File: config.mk
export PLATFORM = sky130hd
export DESIGN_NAME = adaptive_breakpoint_grouping
export DESIGN_NICKNAME = d
export VERILOG_FILES = /design/src/sv/abg_pkg.sv /design/src/sv/abg_front.sv /design/src/sv/abg_mul.sv /design/src/sv/abg_sqrt.sv /design/src/sv/abg_engine.sv /design/src/sv/adaptive_breakpoint_grouping.sv
export SDC_FILE = /design/constraint.sdc
export NUM_CORES = 2
export LEC_CHECK = 0
export ABC_CLOCK_PERIOD_IN_PS = 17800
export BUFFER_PORTS_ARGS = -buffer_cell sky130_fd_sc_hd__buf_4
export CORE_UTILIZATION = 51
export CTS_CLUSTER_DIAMETER = 60
export DETAILED_ROUTE_END_ITERATION = 7
export GPL_ROUTABILITY_DRIVEN = 0
export GPL_TIMING_DRIVEN = 0
export HOLD_SLACK_MARGIN = 0.15
export PLACE_DENSITY = 0.67
export SETUP_SLACK_MARGIN = 0.02
export SLEW_MARGIN = 20
export SYNTH_ARGS = -nofsm -noshare
export SYNTH_HDL_FRONTEND = slang
export SYNTH_SLANG_ARGS = --single-unit
File: constraint.sdc
create_clock -name clk -period 17.8 [get_ports clk]
set_clock_uncertainty 0.2 [all_clocks]
set_input_delay 1.78 -clock clk [delete_from_list [all_inputs] [get_ports clk]]
set_output_delay 1.78 -clock clk [all_outputs]
set_load 0.02 [all_outputs]
File: src/sv/abg_pkg.sv
// Package for the adaptive breakpoint grouping block: widths, register map,
// shared types and small helper functions. No dependencies.
package abg_pkg;

    localparam int COORD_W    = 20;
    localparam int MAX_POINTS = 4096;
    localparam int IDX_W      = $clog2(MAX_POINTS);
    localparam int CNT_W      = IDX_W + 1;
    localparam int RNG_W      = COORD_W;
    localparam int DIFF_W     = COORD_W + 1;
    localparam int SQ_IN_W    = 2 * DIFF_W;
    localparam int SQ_OUT_W   = DIFF_W;
    localparam int MUL_W      = 64;
    localparam int PROD_W     = 2 * MUL_W;
    localparam int QUEUE_DEPTH = 2;
    localparam int QPTR_W     = $clog2(QUEUE_DEPTH);

    localparam int GAP_W   = 19;
    localparam int PROP_W  = 16;
    localparam int SINE_W  = 16;
    localparam int APB_AW  = 4;
    localparam int APB_DW  = 32;
    localparam int IN_DATA_W  = 40;
    localparam int OUT_DATA_W = 40;

    localparam logic [1:0] REG_MAX_GAP    = 2'd0;
    localparam logic [1:0] REG_GAP_PROP   = 2'd1;
    localparam logic [1:0] REG_SINE_LIMIT = 2'd2;

    typedef struct packed {
        logic signed [COORD_W-1:0] pos_x;
        logic signed [COORD_W-1:0] pos_y;
        logic                      end_of_scan;
    } item_t;

    typedef struct packed {
        logic [GAP_W-1:0]  max_gap;
        logic [PROP_W-1:0] gap_proportion;
        logic [SINE_W-1:0] sine_limit;
    } cfg_t;

    typedef enum logic [4:0] {
        ST_IDLE, ST_MX, ST_MY, ST_RSQ, ST_CHK, ST_MDX, ST_MDY, ST_MG, ST_MT,
        ST_CSQ, ST_HER, ST_MQ1, ST_MQ2, ST_MQ3, ST_MAB, ST_MABL, ST_MLIM,
        ST_CLOSE, ST_EMITA, ST_START, ST_UPD, ST_EMITB
    } state_t;

    // Magnitude of a two's complement coordinate, as an unsigned value.
    function automatic logic [COORD_W-1:0] coord_mag(input logic signed [COORD_W-1:0] v);
        coord_mag = v[COORD_W-1] ? COORD_W'(-v) : COORD_W'(v);
    endfunction

    // Magnitude of s - 2k for the Heron factors.
    function automatic logic [SQ_OUT_W+1:0] heron_mag(input logic [SQ_OUT_W+1:0] s,
                                                       input logic [SQ_OUT_W+1:0] k2);
        heron_mag = (s >= k2) ? (s - k2) : (k2 - s);
    endfunction

endpackage

File: src/sv/abg_front.sv
// Front end: accepts input transfers into a short queue ahead of the engine.
// Depends on abg_pkg.
module abg_front (
    input  logic                            clk,
    input  logic                            rst_n,
    input  logic                            s_tvalid,
    output logic                            s_tready,
    input  logic [abg_pkg::IN_DATA_W-1:0]   s_tdata,  // pos_x, pos_y
    input  logic                            s_tlast,  // end_of_scan
    output logic                            q_valid,
    output abg_pkg::item_t                  q_item,
    input  logic                            q_pop
);
    import abg_pkg::*;

    item_t               entry_reg [QUEUE_DEPTH];
    logic [QPTR_W-1:0]   wr_ptr_reg;
    logic [QPTR_W-1:0]   rd_ptr_reg;
    logic [QPTR_W:0]     count_reg;
    logic                push;
    logic                pop;

    assign s_tready = (count_reg != (QPTR_W+1)'(QUEUE_DEPTH));
    assign push     = s_tvalid && s_tready;
    assign q_valid  = (count_reg != '0);
    assign pop      = q_pop && q_valid;
    assign q_item   = entry_reg[rd_ptr_reg];

    always_ff @(posedge clk)
    begin
        if (push)
        begin
            entry_reg[wr_ptr_reg].pos_x       <= s_tdata[COORD_W-1:0];
            entry_reg[wr_ptr_reg].pos_y       <= s_tdata[2*COORD_W-1:COORD_W];
            entry_reg[wr_ptr_reg].end_of_scan <= s_tlast;
        end
    end

    always_ff @(posedge clk or negedge rst_n)
    begin
        if (!rst_n)
        begin
            wr_ptr_reg <= '0;
            rd_ptr_reg <= '0;
            count_reg  <= '0;
        end
        else
        begin
            if (push)
            begin
                wr_ptr_reg <= wr_ptr_reg + 1'b1;
            end
            if (pop)
            begin
                rd_ptr_reg <= rd_ptr_reg + 1'b1;
            end
            if (push && !pop)
            begin
                count_reg <= count_reg + 1'b1;
            end
            else if (pop && !push)
            begin
                count_reg <= count_reg - 1'b1;
            end
        end
    end

endmodule

File: src/sv/abg_mul.sv
// Shift-and-add multiplier, one multiplier bit per cycle, stops early once
// the remaining multiplier bits are zero. Depends on abg_pkg.
module abg_mul (
    input  logic                        clk,
    input  logic                        rst_n,
    input  logic                        start,
    input  logic [abg_pkg::MUL_W-1:0]   op_a,
    input  logic [abg_pkg::MUL_W-1:0]   op_b,
    output logic                        done,
    output logic [abg_pkg::PROD_W-1:0]  product
);
    import abg_pkg::*;

    logic [PROD_W-1:0] acc_reg;
    logic [PROD_W-1:0] a_reg;
    logic [MUL_W-1:0]  b_reg;
    logic              busy_reg;
    logic              done_reg;

    assign done    = done_reg;
    assign product = acc_reg;

    always_ff @(posedge clk)
    begin
        if (start)
        begin
            acc_reg <= '0;
            a_reg   <= PROD_W'(op_a);
            b_reg   <= op_b;
        end
        else if (busy_reg && (b_reg != '0))
        begin
            if (b_reg[0])
            begin
                acc_reg <= acc_reg + a_reg;
            end
            a_reg <= a_reg << 1;
            b_reg <= b_reg >> 1;
        end
    end

    always_ff @(posedge clk or negedge rst_n)
    begin
        if (!rst_n)
        begin
            busy_reg <= 1'b0;
            done_reg <= 1'b0;
        end
        else if (start)
        begin
            busy_reg <= 1'b1;
            done_reg <= 1'b0;
        end
        else if (busy_reg && (b_reg == '0))
        begin
            busy_reg <= 1'b0;
            done_reg <= 1'b1;
        end
        else
        begin
            done_reg <= 1'b0;
        end
    end

endmodule

File: src/sv/abg_sqrt.sv
// Integer square root, floor result, one result bit per cycle.
// Depends on abg_pkg.
module abg_sqrt (
    input  logic                          clk,
    input  logic                          rst_n,
    input  logic                          start,
    input  logic [abg_pkg::SQ_IN_W-1:0]   value,
    output logic                          done,
    output logic [abg_pkg::SQ_OUT_W-1:0]  root
);
    import abg_pkg::*;

    logic [SQ_IN_W-1:0] rem_reg;
    logic [SQ_IN_W-1:0] root_reg;
    logic [SQ_IN_W-1:0] bit_reg;
    logic [SQ_IN_W-1:0] trial;
    logic               busy_reg;
    logic               done_reg;

    assign trial = root_reg + bit_reg;
    assign done  = done_reg;
    assign root  = root_reg[SQ_OUT_W-1:0];

    always_ff @(posedge clk)
    begin
        if (start)
        begin
            rem_reg  <= value;
            root_reg <= '0;
            bit_reg  <= SQ_IN_W'(1) << (SQ_IN_W - 2);
        end
        else if (busy_reg && (bit_reg != '0))
        begin
            if (rem_reg >= trial)
            begin
                rem_reg  <= rem_reg - trial;
                root_reg <= (root_reg >> 1) + bit_reg;
            end
            else
            begin
                root_reg <= root_reg >> 1;
            end
            bit_reg <= bit_reg >> 2;
        end
    end

    always_ff @(posedge clk or negedge rst_n)
    begin
        if (!rst_n)
        begin
            busy_reg <= 1'b0;
            done_reg <= 1'b0;
        end
        else if (start)
        begin
            busy_reg <= 1'b1;
            done_reg <= 1'b0;
        end
        else if (busy_reg && (bit_reg == '0))
        begin
            busy_reg <= 1'b0;
            done_reg <= 1'b1;
        end
        else
        begin
            done_reg <= 1'b0;
        end
    end

endmodule

File: src/sv/abg_engine.sv
// Back end: sequences the range, gap, threshold and Heron products over a
// shared multiplier and square root unit, keeps the group state and drives
// the output register. Depends on abg_pkg, abg_mul and abg_sqrt.
module abg_engine (
    input  logic                             clk,
    input  logic                             rst_n,
    input  abg_pkg::cfg_t                    cfg,
    input  logic                             q_valid,
    input  abg_pkg::item_t                   q_item,
    output logic                             q_pop,
    output logic                             m_tvalid,
    input  logic                             m_tready,
    output logic [abg_pkg::OUT_DATA_W-1:0]   m_tdata,
    output logic                             m_tlast
);
    import abg_pkg::*;

    localparam int HW = SQ_OUT_W + 2;

    state_t state_reg;
    state_t state_next;

    item_t                 item_reg;
    logic [2*RNG_W-1:0]    r2_reg;
    logic [RNG_W-1:0]      rng_reg;
    logic [SQ_IN_W-1:0]    d2_reg;
    logic [DIFF_W-1:0]     t_reg;
    logic [SQ_OUT_W-1:0]   c_reg;
    logic [HW-1:0]         s_reg;
    logic [HW-1:0]         f2_reg;
    logic [HW-1:0]         f3_reg;
    logic [HW-1:0]         f4_reg;
    logic                  neg_reg;
    logic [2*HW-1:0]       p1_reg;
    logic [2*HW-1:0]       p2_reg;
    logic [PROD_W-1:0]     q_reg;
    logic [2*RNG_W-1:0]    ab_reg;
    logic [2*RNG_W+SINE_W-1:0] abl_reg;
    logic [PROD_W-1:0]     lim_reg;
    logic                  new_vis_reg;
    logic                  req_reg;

    logic signed [COORD_W-1:0] prev_x_reg;
    logic signed [COORD_W-1:0] prev_y_reg;
    logic [RNG_W-1:0]      last_range_reg;
    logic [IDX_W-1:0]      group_start_reg;
    logic [CNT_W-1:0]      group_size_reg;
    logic                  group_vis_reg;
    logic [IDX_W-1:0]      next_index_reg;
    logic                  in_scan_reg;

    logic                  out_valid_reg;
    logic [IDX_W-1:0]      out_first_reg;
    logic [IDX_W-1:0]      out_final_reg;
    logic [CNT_W-1:0]      out_count_reg;
    logic                  out_vis_reg;
    logic                  out_done_reg;

    logic                  mul_start;
    logic [MUL_W-1:0]      mul_a;
    logic [MUL_W-1:0]      mul_b;
    logic                  mul_done;
    logic [PROD_W-1:0]     mul_p;
    logic                  sq_start;
    logic [SQ_IN_W-1:0]    sq_v;
    logic                  sq_done;
    logic [SQ_OUT_W-1:0]   sq_root;

    logic [COORD_W-1:0]    ax;
    logic [COORD_W-1:0]    ay;
    logic [DIFF_W-1:0]     dx;
    logic [DIFF_W-1:0]     dy;
    logic signed [DIFF_W-1:0] dx_s;
    logic signed [DIFF_W-1:0] dy_s;
    logic                  join_grp;
    logic                  out_free;
    logic                  out_load;
    logic [IDX_W+1:0]      last_sum;
    logic [IDX_W-1:0]      last_idx;
    logic [HW-1:0]         s_sum;
    logic [PROD_W-1:0]     q_shift;
    logic                  below;
    logic                  above;
    logic                  nearer;
    logic                  use_mul;
    logic                  use_sqrt;

    abg_mul u_mul (
        .clk     (clk),
        .rst_n   (rst_n),
        .start   (mul_start),
        .op_a    (mul_a),
        .op_b    (mul_b),
        .done    (mul_done),
        .product (mul_p)
    );

    abg_sqrt u_sqrt (
        .clk   (clk),
        .rst_n (rst_n),
        .start (sq_start),
        .value (sq_v),
        .done  (sq_done),
        .root  (sq_root)
    );

    assign ax   = coord_mag(item_reg.pos_x);
    assign ay   = coord_mag(item_reg.pos_y);
    assign dx_s = DIFF_W'(item_reg.pos_x) - DIFF_W'(prev_x_reg);
    assign dy_s = DIFF_W'(item_reg.pos_y) - DIFF_W'(prev_y_reg);
    assign dx   = dx_s[DIFF_W-1] ? DIFF_W'(-dx_s) : DIFF_W'(dx_s);
    assign dy   = dy_s[DIFF_W-1] ? DIFF_W'(-dy_s) : DIFF_W'(dy_s);

    assign join_grp = (d2_reg < mul_p[SQ_IN_W-1:0]);
    assign out_free = !out_valid_reg || m_tready;
    assign out_load = ((state_reg == ST_EMITA) || (state_reg == ST_EMITB)) && out_free;

    assign s_sum = HW'(rng_reg) + HW'(last_range_reg) + HW'(c_reg);

    // The Heron product is scaled by 2^30 to compare with the squared sine limit.
    assign q_shift = q_reg << 30;
    assign below   = (q_shift < lim_reg);
    assign above   = (lim_reg < q_shift);
    assign nearer  = (rng_reg < last_range_reg);

    assign last_sum = (IDX_W+2)'(group_start_reg) + (IDX_W+2)'(group_size_reg) - 1'b1;
    assign last_idx = (last_sum > (IDX_W+2)'(MAX_POINTS - 1)) ? IDX_W'(MAX_POINTS - 1)
                                                              : last_sum[IDX_W-1:0];

    assign m_tvalid = out_valid_reg;
    assign m_tlast  = out_done_reg;
    assign m_tdata  = OUT_DATA_W'({out_vis_reg, out_count_reg, out_final_reg, out_first_reg});

    always_comb
    begin
        state_next = state_reg;
        case (state_reg)
            ST_IDLE:  if (q_valid) state_next = ST_MX;
            ST_MX:    if (mul_done) state_next = ST_MY;
            ST_MY:    if (mul_done) state_next = ST_RSQ;
            ST_RSQ:   if (sq_done) state_next = ST_CHK;
            ST_CHK:   state_next = in_scan_reg ? ST_MDX : ST_START;
            ST_MDX:   if (mul_done) state_next = ST_MDY;
            ST_MDY:   if (mul_done) state_next = ST_MG;
            ST_MG:    if (mul_done) state_next = ST_MT;
            ST_MT:    if (mul_done) state_next = join_grp ? ST_UPD : ST_CSQ;
            ST_CSQ:   if (sq_done) state_next = ST_HER;
            ST_HER:   state_next = ST_MQ1;
            ST_MQ1:   if (mul_done) state_next = ST_MQ2;
            ST_MQ2:   if (mul_done) state_next = ST_MQ3;
            ST_MQ3:   if (mul_done) state_next = ST_MAB;
            ST_MAB:   if (mul_done) state_next = ST_MABL;
            ST_MABL:  if (mul_done) state_next = ST_MLIM;
            ST_MLIM:  if (mul_done) state_next = ST_CLOSE;
            ST_CLOSE: state_next = ST_EMITA;
            ST_EMITA: if (out_free) state_next = ST_UPD;
            ST_START: state_next = ST_UPD;
            ST_UPD:   state_next = item_reg.end_of_scan ? ST_EMITB : ST_IDLE;
            ST_EMITB: if (out_free) state_next = ST_IDLE;
            default:  state_next = ST_IDLE;
        endcase
    end

    always_comb
    begin
        mul_a    = '0;
        mul_b    = '0;
        sq_v     = '0;
        use_mul  = 1'b0;
        use_sqrt = 1'b0;
        q_pop    = (state_reg == ST_IDLE) && q_valid;
        case (state_reg)
            ST_MX:   begin use_mul = 1'b1; mul_a = MUL_W'(ax); mul_b = MUL_W'(ax); end
            ST_MY:   begin use_mul = 1'b1; mul_a = MUL_W'(ay); mul_b = MUL_W'(ay); end
            ST_RSQ:  begin use_sqrt = 1'b1; sq_v = SQ_IN_W'(r2_reg); end
            ST_MDX:  begin use_mul = 1'b1; mul_a = MUL_W'(dx); mul_b = MUL_W'(dx); end
            ST_MDY:  begin use_mul = 1'b1; mul_a = MUL_W'(dy); mul_b = MUL_W'(dy); end
            ST_MG:   begin use_mul = 1'b1; mul_a = MUL_W'(rng_reg);
                           mul_b = MUL_W'(cfg.gap_proportion); end
            ST_MT:   begin use_mul = 1'b1; mul_a = MUL_W'(t_reg); mul_b = MUL_W'(t_reg); end
            ST_CSQ:  begin use_sqrt = 1'b1; sq_v = d2_reg; end
            ST_MQ1:  begin use_mul = 1'b1; mul_a = MUL_W'(s_reg); mul_b = MUL_W'(f2_reg); end
            ST_MQ2:  begin use_mul = 1'b1; mul_a = MUL_W'(f3_reg); mul_b = MUL_W'(f4_reg); end
            ST_MQ3:  begin use_mul = 1'b1; mul_a = MUL_W'(p1_reg); mul_b = MUL_W'(p2_reg); end
            ST_MAB:  begin use_mul = 1'b1; mul_a = MUL_W'(rng_reg);
                           mul_b = MUL_W'(last_range_reg); end
            ST_MABL: begin use_mul = 1'b1; mul_a = MUL_W'(ab_reg);
                           mul_b = MUL_W'(cfg.sine_limit); end
            ST_MLIM: begin use_mul = 1'b1; mul_a = MUL_W'(abl_reg); mul_b = MUL_W'(abl_reg); end
            default: begin end
        endcase
        mul_start = use_mul && !req_reg;
        sq_start  = use_sqrt && !req_reg;
    end

    always_ff @(posedge clk or negedge rst_n)
    begin
        if (!rst_n)
        begin
            state_reg       <= ST_IDLE;
            req_reg         <= 1'b0;
            prev_x_reg      <= '0;
            prev_y_reg      <= '0;
            last_range_reg  <= '0;
            group_start_reg <= '0;
            group_size_reg  <= '0;
            group_vis_reg   <= 1'b1;
            next_index_reg  <= '0;
            in_scan_reg     <= 1'b0;
            out_valid_reg   <= 1'b0;
        end
        else
        begin
            state_reg <= state_next;
            if (mul_start || sq_start)
            begin
                req_reg <= 1'b1;
            end
            else if (mul_done || sq_done)
            begin
                req_reg <= 1'b0;
            end

            if (out_load)
            begin
                out_valid_reg <= 1'b1;
            end
            else if (m_tready)
            begin
                out_valid_reg <= 1'b0;
            end

            case (state_reg)
                ST_MT:
                begin
                    if (mul_done && join_grp &&
                        (group_size_reg < CNT_W'(MAX_POINTS)))
                    begin
                        group_size_reg <= group_size_reg + 1'b1;
                    end
                end
                ST_CLOSE:
                begin
                    if (below && nearer)
                    begin
                        group_vis_reg <= 1'b0;
                    end
                end
                ST_EMITA:
                begin
                    if (out_free)
                    begin
                        group_start_reg <= next_index_reg;
                        group_size_reg  <= CNT_W'(1);
                        group_vis_reg   <= new_vis_reg;
                    end
                end
                ST_START:
                begin
                    group_start_reg <= next_index_reg;
                    group_size_reg  <= CNT_W'(1);
                    group_vis_reg   <= 1'b1;
                    in_scan_reg     <= 1'b1;
                end
                ST_UPD:
                begin
                    prev_x_reg     <= item_reg.pos_x;
                    prev_y_reg     <= item_reg.pos_y;
                    last_range_reg <= rng_reg;
                    if (next_index_reg < IDX_W'(MAX_POINTS - 1))
                    begin
                        next_index_reg <= next_index_reg + 1'b1;
                    end
                end
                ST_EMITB:
                begin
                    if (out_free)
                    begin
                        in_scan_reg    <= 1'b0;
                        next_index_reg <= '0;
                    end
                end
                default: begin end
            endcase
        end
    end

    // Datapath and output payload registers.
    always_ff @(posedge clk)
    begin
        case (state_reg)
            ST_IDLE:  if (q_valid) item_reg <= q_item;
            ST_MX:    if (mul_done) r2_reg <= mul_p[2*RNG_W-1:0];
            ST_MY:    if (mul_done) r2_reg <= r2_reg + mul_p[2*RNG_W-1:0];
            ST_RSQ:   if (sq_done) rng_reg <= sq_root[RNG_W-1:0];
            ST_MDX:   if (mul_done) d2_reg <= mul_p[SQ_IN_W-1:0];
            ST_MDY:   if (mul_done) d2_reg <= d2_reg + mul_p[SQ_IN_W-1:0];
            ST_MG:    if (mul_done) t_reg <= DIFF_W'(cfg.max_gap) +
                                             DIFF_W'(mul_p[RNG_W+PROP_W-1:PROP_W]);
            ST_CSQ:   if (sq_done) c_reg <= sq_root;
            ST_HER:
            begin
                s_reg   <= s_sum;
                f2_reg  <= heron_mag(s_sum, HW'(rng_reg) << 1);
                f3_reg  <= heron_mag(s_sum, HW'(last_range_reg) << 1);
                f4_reg  <= heron_mag(s_sum, HW'(c_reg) << 1);
                neg_reg <= (s_sum < (HW'(rng_reg) << 1)) ^
                           (s_sum < (HW'(last_range_reg) << 1)) ^
                           (s_sum < (HW'(c_reg) << 1));
            end
            ST_MQ1:   if (mul_done) p1_reg <= mul_p[2*HW-1:0];
            ST_MQ2:   if (mul_done) p2_reg <= mul_p[2*HW-1:0];
            ST_MQ3:   if (mul_done) q_reg <= neg_reg ? '0 : mul_p;
            ST_MAB:   if (mul_done) ab_reg <= mul_p[2*RNG_W-1:0];
            ST_MABL:  if (mul_done) abl_reg <= mul_p[2*RNG_W+SINE_W-1:0];
            ST_MLIM:  if (mul_done) lim_reg <= mul_p;
            ST_CLOSE: new_vis_reg <= above || nearer;
            ST_EMITA, ST_EMITB:
            begin
                if (out_free)
                begin
                    out_first_reg <= group_start_reg;
                    out_final_reg <= last_idx;
                    out_count_reg <= group_size_reg;
                    out_vis_reg   <= group_vis_reg;
                    out_done_reg  <= (state_reg == ST_EMITB);
                end
            end
            default: begin end
        endcase
    end

endmodule

File: src/sv/adaptive_breakpoint_grouping.sv
// Top level of the adaptive breakpoint grouping block: configuration
// registers, input queue and grouping engine. Depends on abg_pkg,
// abg_front and abg_engine.
//
//  Channel | Direction | Transfer contents
//  s_*     | in        | one scan point: pos_x, pos_y; tlast = end_of_scan
//  m_*     | out       | one closed group: indices, count, visible; tlast = scan_done
//  APB     | in/out    | max_gap @0x0, gap_proportion @0x4, sine_limit @0x8
//
// A point that opens a scan takes the least time, one that joins the group more
// and one that closes a group the most; the time is set by the shared
// shift-and-add multiplier (one multiplier bit per cycle, fewer for small
// operands) and the bit-serial square root.
// Reset is asynchronous and active low and restores the register defaults.
// A two-entry queue takes points while the engine works; a stalled output
// holds the engine only when a second result is ready.
module adaptive_breakpoint_grouping (
    input  logic                            clk,
    input  logic                            rst_n,
    input  logic                            s_tvalid,
    output logic                            s_tready,
    input  logic [abg_pkg::IN_DATA_W-1:0]   s_tdata,  // pos_x[19:0], pos_y[39:20]
    input  logic                            s_tlast,
    output logic                            m_tvalid,
    input  logic                            m_tready,
    // first_index[11:0], final_index[23:12], point_count[36:24], visible[37], zeros
    output logic [abg_pkg::OUT_DATA_W-1:0]  m_tdata,
    output logic                            m_tlast,
    input  logic                            psel,
    input  logic                            penable,
    input  logic                            pwrite,
    input  logic [abg_pkg::APB_AW-1:0]      paddr,
    input  logic [abg_pkg::APB_DW-1:0]      pwdata,
    output logic [abg_pkg::APB_DW-1:0]      prdata,
    output logic                            pready
);
    import abg_pkg::*;

    cfg_t       cfg_reg;
    logic       q_valid;
    item_t      q_item;
    logic       q_pop;
    logic [1:0] reg_idx;

    assign pready  = 1'b1;
    assign reg_idx = paddr[APB_AW-1:2];

    always_ff @(posedge clk or negedge rst_n)
    begin
        if (!rst_n)
        begin
            cfg_reg.max_gap        <= GAP_W'(410);
            cfg_reg.gap_proportion <= PROP_W'(412);
            cfg_reg.sine_limit     <= SINE_W'(823);
        end
        else if (psel && penable && pwrite)
        begin
            case (reg_idx)
                REG_MAX_GAP:    cfg_reg.max_gap        <= pwdata[GAP_W-1:0];
                REG_GAP_PROP:   cfg_reg.gap_proportion <= pwdata[PROP_W-1:0];
                REG_SINE_LIMIT: cfg_reg.sine_limit     <= pwdata[SINE_W-1:0];
                default: begin end
            endcase
        end
    end

    always_comb
    begin
        case (reg_idx)
            REG_MAX_GAP:    prdata = APB_DW'(cfg_reg.max_gap);
            REG_GAP_PROP:   prdata = APB_DW'(cfg_reg.gap_proportion);
            REG_SINE_LIMIT: prdata = APB_DW'(cfg_reg.sine_limit);
            default:        prdata = '0;
        endcase
    end

    abg_front u_front (
        .clk      (clk),
        .rst_n    (rst_n),
        .s_tvalid (s_tvalid),
        .s_tready (s_tready),
        .s_tdata  (s_tdata),
        .s_tlast  (s_tlast),
        .q_valid  (q_valid),
        .q_item   (q_item),
        .q_pop    (q_pop)
    );

    abg_engine u_engine (
        .clk      (clk),
        .rst_n    (rst_n),
        .cfg      (cfg_reg),
        .q_valid  (q_valid),
        .q_item   (q_item),
        .q_pop    (q_pop),
        .m_tvalid (m_tvalid),
        .m_tready (m_tready),
        .m_tdata  (m_tdata),
        .m_tlast  (m_tlast)
    );

endmodule
==> Flow_metrics.wiki <==
{| class="wikitable"
! Metric !! Value
|-
| Outcome || finished, violations left
|-
| Violations in the final reports || DRC
|-
| Worst reg-to-reg setup slack || 7.89 ns
|-
| Iter 0 DRT Violations || ~7,900
|-
| Starting density of the core || between 50% and 60%
|-
| Cell count after synthesis || 8,757
|-
| Total Negative Setup Slacks || 0 ns
|-
| Deepest clock path buffer count || 3
|-
| # clock sinks || 1,392
|-
| Part of the Yosys area used for sequential elements || 45.0%
|-
| Pins over their slew limit || 0
|-
| Area after DPL || 0.0900 mm2
|-
| Peak fanout along the critical path || 11
|-
| Minimum period implied by the final worst setup slack || 9.91 ns
|-
| Length in cells of the worst reg-to-reg path || 30
|-
| Most used standard cells in the synthesized netlist || sky130_fd_sc_hd__edfxtp_1, sky130_fd_sc_hd__nand2_1, sky130_fd_sc_hd__a21oi_1
|-
| Via count of the routed design || 71,500
|-
| Portion of the clock cycle consumed by the worst path in the final layout || 55.7%
|-
| Maximum level of the CTS H-tree || 4
|-
| Combinational share of power || 55.5%
|-
| Average size of a mapped cell || 9.76 um2
|-
| Initial antenna violation count || 6
|-
| Iteration count of the initial detailed-routing pass || 8
|-
| Total standard cell area after synthesis || 0.0855 mm2
|-
| Final #Nets || roughly 9,900
|-
| Critical Path End Type || flip-flop
|-
| Net Sw Frac || between 40% and 50%
|-
| # resized after CTS || 0
|-
| Cell accounting for the most synthesized area || sky130_fd_sc_hd__edfxtp_1
|-
| Num CTS Buffers || between 150 and 200
|-
| Die height || 411 um
|-
| Worst slew slack as a fraction of its limit || 10.5%
|-
| Layout area overhead || 11.6%
|-
| Number of storage elements in the synthesis netlist || 1,392
|-
| Power density over cell area || 212 mW/mm2
|-
| Number of distinct library cells after synthesis || 96
|-
| Prevailing post-synth register cell || sky130_fd_sc_hd__edfxtp_1
|-
| Required time of the critical path || between 15 and 20 ns
|-
| Clock input transition at the sequential cells of the worst setup and hold paths || 0.06 ns
|-
| Switching power summed over all nets || 9.53 mW
|-
| Top cell type's share of synthesized area || 34.1%
|-
| DRC violation count after routing || 15
|-
| Worst Setup Start Kind || flip-flop
|-
| Library cell contributing the largest single delay on the critical path || sky130_fd_sc_hd__a211oi_1
|-
| Sequential power share || 27.7%
|-
| Endpoints failing setup || 0
|-
| Terminating pin of the worst hold path || u_engine.out_first_reg[1]$_DFFE_PP_
|-
| Final WL || between 200 and 300 mm
|-
| Peak VDD IR || 0.311 mV
|-
| Number of enable flip-flop cells after synthesis || 972
|-
| Share of flip-flops with an asynchronous set or reset after synthesis || 11.9%
|-
| Number of nets still failing antenna checks after routing || 0
|-
| Class of the tightest hold or removal check || reg -> reg
|-
| Worst path arrival time || a little over 10 ns
|-
| Wire per inst || roughly 24 um
|-
| Vias in the first global route || approximately 68,000
|-
| CORE AREA || 0.166 mm2
|-
| Pin count of the biggest net entering global routing || 89
|-
| Count of boundary I/O pins || 160
|-
| Simple-gate portion of the synthesized area || 13.7%
|-
| Highest achievable clock rate || 0.101 GHz
|-
| Unrepaired setup endpoints after global routing || no
|-
| Crit Reg-Reg Startpoint || u_engine.rng_reg[0]$_DFFE_PP_
|-
| Area of all placed cells without fillers || 0.0954 mm2
|-
| Critical hold path startpoint || u_engine.group_start_reg[1]$_DFFE_PN0P_
|-
| Number of port buffers || 128
|-
| Adder-Cell Fraction of Synth Area || a little over a tenth
|-
| Die X || 411 um
|-
| First-pass GRT wire length || 415 mm
|-
| CTS tree || done
|-
| Overall Global Routing Usage || approximately a third
|-
| Worst Tran Pin Value || 1.34 ns
|-
| Pre-CTS worst setup slack || just over 8 ns
|-
| Die Area || 0.169 mm2
|-
| Share of cells above drive strength 1 || 7.36%
|-
| Clock Root Buffer || sky130_fd_sc_hd__clkbuf_16
|-
| Instance count along the most critical hold path || 0
|-
| Overall overflow remaining after global route || 0
|-
| Estimated wirelength of the detail-placed design || 213 mm
|-
| Crit path largest cell delay || 0.70 ns
|-
| Average via count per standard cell || approximately 6.3
|-
| Std-Cell Rows || 149
|-
| CTS Hold Bufs || 0
|-
| Complex-gate fraction of the synthesized area || about a fifth
|-
| # Max-Cap Violations || 0
|-
| Most frequent cell after synthesis || sky130_fd_sc_hd__edfxtp_1
|-
| Endpoint of the most critical register-to-register path || u_engine.f4_reg[21]$_DFFE_PP_
|-
| Clk pwr share || 16.8%
|-
| Clock latency reported for the late side of the worst-skew pair || 0.83 ns
|-
| Fillers || about 14,000
|-
| Worst Setup Slack, final || 7.89 ns
|-
| Leakage dissipation || 38.0 nW
|-
| Yosys warning count || 0
|-
| Internal Power || 10.7 mW
|-
| Top area cells in the synthesized netlist || sky130_fd_sc_hd__edfxtp_1, sky130_fd_sc_hd__ha_1, sky130_fd_sc_hd__dfxtp_1
|-
| Critical path type || reg -> reg
|-
| Combinational family with the most area after synthesis || compound AO/OA/AOI/OAI gates
|-
| Multiplexer share of the synthesized area || about 2.7%
|-
| Hold_ws || approximately 0.25 ns
|-
| Xor/xnor share of the synthesized area || under 10%
|-
| Total setup buffers inserted after CTS || 0
|-
| Fin. Hold Viols || 0
|}
==> critical path: cells and delay by family (launching register included) <==
family / cells / cell delay [ns]
buf+inv: 6 / 2.06
simple gates: 5 / 1.19
fa+ha+maj: 4 / 1.17
flops: 1 / 0.57
xor+xnor: 1 / 0.17
compound gates: 14 / 4.26
==> per-layer routing <==
metal  vias up  wire, um  GRT usage (%)
met1     34300    113000           43.0
met4         6     14500           15.2
met5         -        42              0
li1      32700         -              -
met2      3672    124000           50.7
met3       691     27600           6.19
==> metrics by stage <==
step           util, %  power [mW]  cells
2_1_floorplan        -        13.0   8771
3_3_place_gp      53.9        16.2  11100
3_5_place_dp      54.3        16.4  11100
4_1_cts           57.6        19.9  11400
5_1_grt           57.6        21.4  11400
6_report          57.6        20.3  11400
==> power by group through the flow <==
stage	registers, mW	logic [mW]	clock network, mW
3_5_place_dp	5.61	10.8	0
5_1_grt	5.61	12.2	3.55
6_report	5.61	11.2	3.41
4_1_cts	5.56	10.9	3.43
2_1_floorplan	5.04	7.96	0
3_3_place_gp	5.62	10.5	0
==> cell usage in the layout, fill, tap and decap left out, types with 33 or more instances in the layout <==
| cell type | synthesis | final |
|---|---|---|
| sky130_fd_sc_hd__nand2b_1 | 101 | 101 |
| sky130_fd_sc_hd__or2_2 | 34 | 34 |
| sky130_fd_sc_hd__xor2_1 | 186 | 186 |
| sky130_fd_sc_hd__mux2_2 | 103 | 103 |
| sky130_fd_sc_hd__or3_1 | 55 | 55 |
| sky130_fd_sc_hd__nor2b_1 | 162 | 162 |
| sky130_fd_sc_hd__nand4_1 | 131 | 131 |
| sky130_fd_sc_hd__nor3_1 | 151 | 147 |
| sky130_fd_sc_hd__edfxtp_1 | 972 | 972 |
| sky130_fd_sc_hd__and2_1 | 44 | 37 |
| sky130_fd_sc_hd__nand3_1 | 116 | 116 |
| sky130_fd_sc_hd__ha_1 | 707 | 707 |
| sky130_fd_sc_hd__xnor2_1 | 304 | 304 |
| sky130_fd_sc_hd__a22oi_1 | 88 | 88 |
| sky130_fd_sc_hd__a22o_1 | 43 | 43 |
| sky130_fd_sc_hd__a211oi_1 | 68 | 68 |
| sky130_fd_sc_hd__a21oi_1 | 710 | 710 |
| sky130_fd_sc_hd__dfxtp_1 | 255 | 255 |
| sky130_fd_sc_hd__o22ai_1 | 33 | 33 |
| sky130_fd_sc_hd__buf_4 | 17 | 156 |
| sky130_fd_sc_hd__a21o_1 | 244 | 244 |
| sky130_fd_sc_hd__o211ai_1 | 35 | 35 |
| sky130_fd_sc_hd__mux2i_1 | 119 | 119 |
| sky130_fd_sc_hd__o21bai_1 | 108 | 108 |
| sky130_fd_sc_hd__a221oi_1 | 103 | 103 |
| sky130_fd_sc_hd__clkbuf_1 | 328 | 360 |
| sky130_fd_sc_hd__buf_1 | 40 | 39 |
| sky130_fd_sc_hd__o31ai_1 | 39 | 39 |
| sky130_fd_sc_hd__inv_1 | 524 | 524 |
| sky130_fd_sc_hd__a31oi_1 | 103 | 103 |
| sky130_fd_sc_hd__o21ai_0 | 606 | 605 |
| sky130_fd_sc_hd__and3_1 | 59 | 58 |
| sky130_fd_sc_hd__o21a_1 | 51 | 51 |
| sky130_fd_sc_hd__nor4_1 | 57 | 52 |
| sky130_fd_sc_hd__nor2_1 | 695 | 690 |
| sky130_fd_sc_hd__dfrtp_1 | 147 | 147 |
| sky130_fd_sc_hd__nand2_1 | 796 | 795 |
| sky130_fd_sc_hd__clkbuf_16 | 0 | 171 |
==> kinds of logic after synthesis <==
group	Yosys count
mux	222
simple gates	2490
buf+inv	930
other cells	2
xor+xnor	490
fa+ha+maj	722
flops	1392
compound gates	2509
==> worst max-delay path by stage <==
stage	start	end	slack, ns
final	u_engine.rng_reg[0]$_DFFE_PP_	u_engine.f4_reg[21]$_DFFE_PP_	7.89
after global routing	u_engine.rng_reg[0]$_DFFE_PP_	u_engine.f4_reg[13]$_DFFE_PP_	7.50
after global placement	u_engine.state_reg[2]$_DFFE_PN0P_	u_engine.f4_reg[2]$_DFFE_PP_	6.19
after CTS	u_engine.last_range_reg[0]$_DFFE_PN0N_	u_engine.f4_reg[22]$_DFFE_PP_	8.24
after detailed placement	u_engine.last_range_reg[0]$_DFFE_PN0N_	u_engine.f4_reg[22]$_DFFE_PP_	8.27
after floorplan	u_engine.u_sqrt.root_reg[10]$_SDFFE_PP0P_	u_engine.u_sqrt.rem_reg[0]$_DFFE_PP_	9.56
==> layout make-up <==
cell class	count	area (um2)	area share (%)
Antenna cell	4	10.0	0.0105
Buffer	404	1610	1.69
Clock buffer	211	4480	4.69
Clock inverter	84	902	0.945
Inverter	526	1970	2.07
Multi-Input combinational cell	6449	43700	45.8
Sequential cell	1392	38400	40.3
Tap cell	2189	2740	2.87
Timing Repair Buffer	167	1590	1.66
No activity file was read; power rests on OpenSTA's default activity.
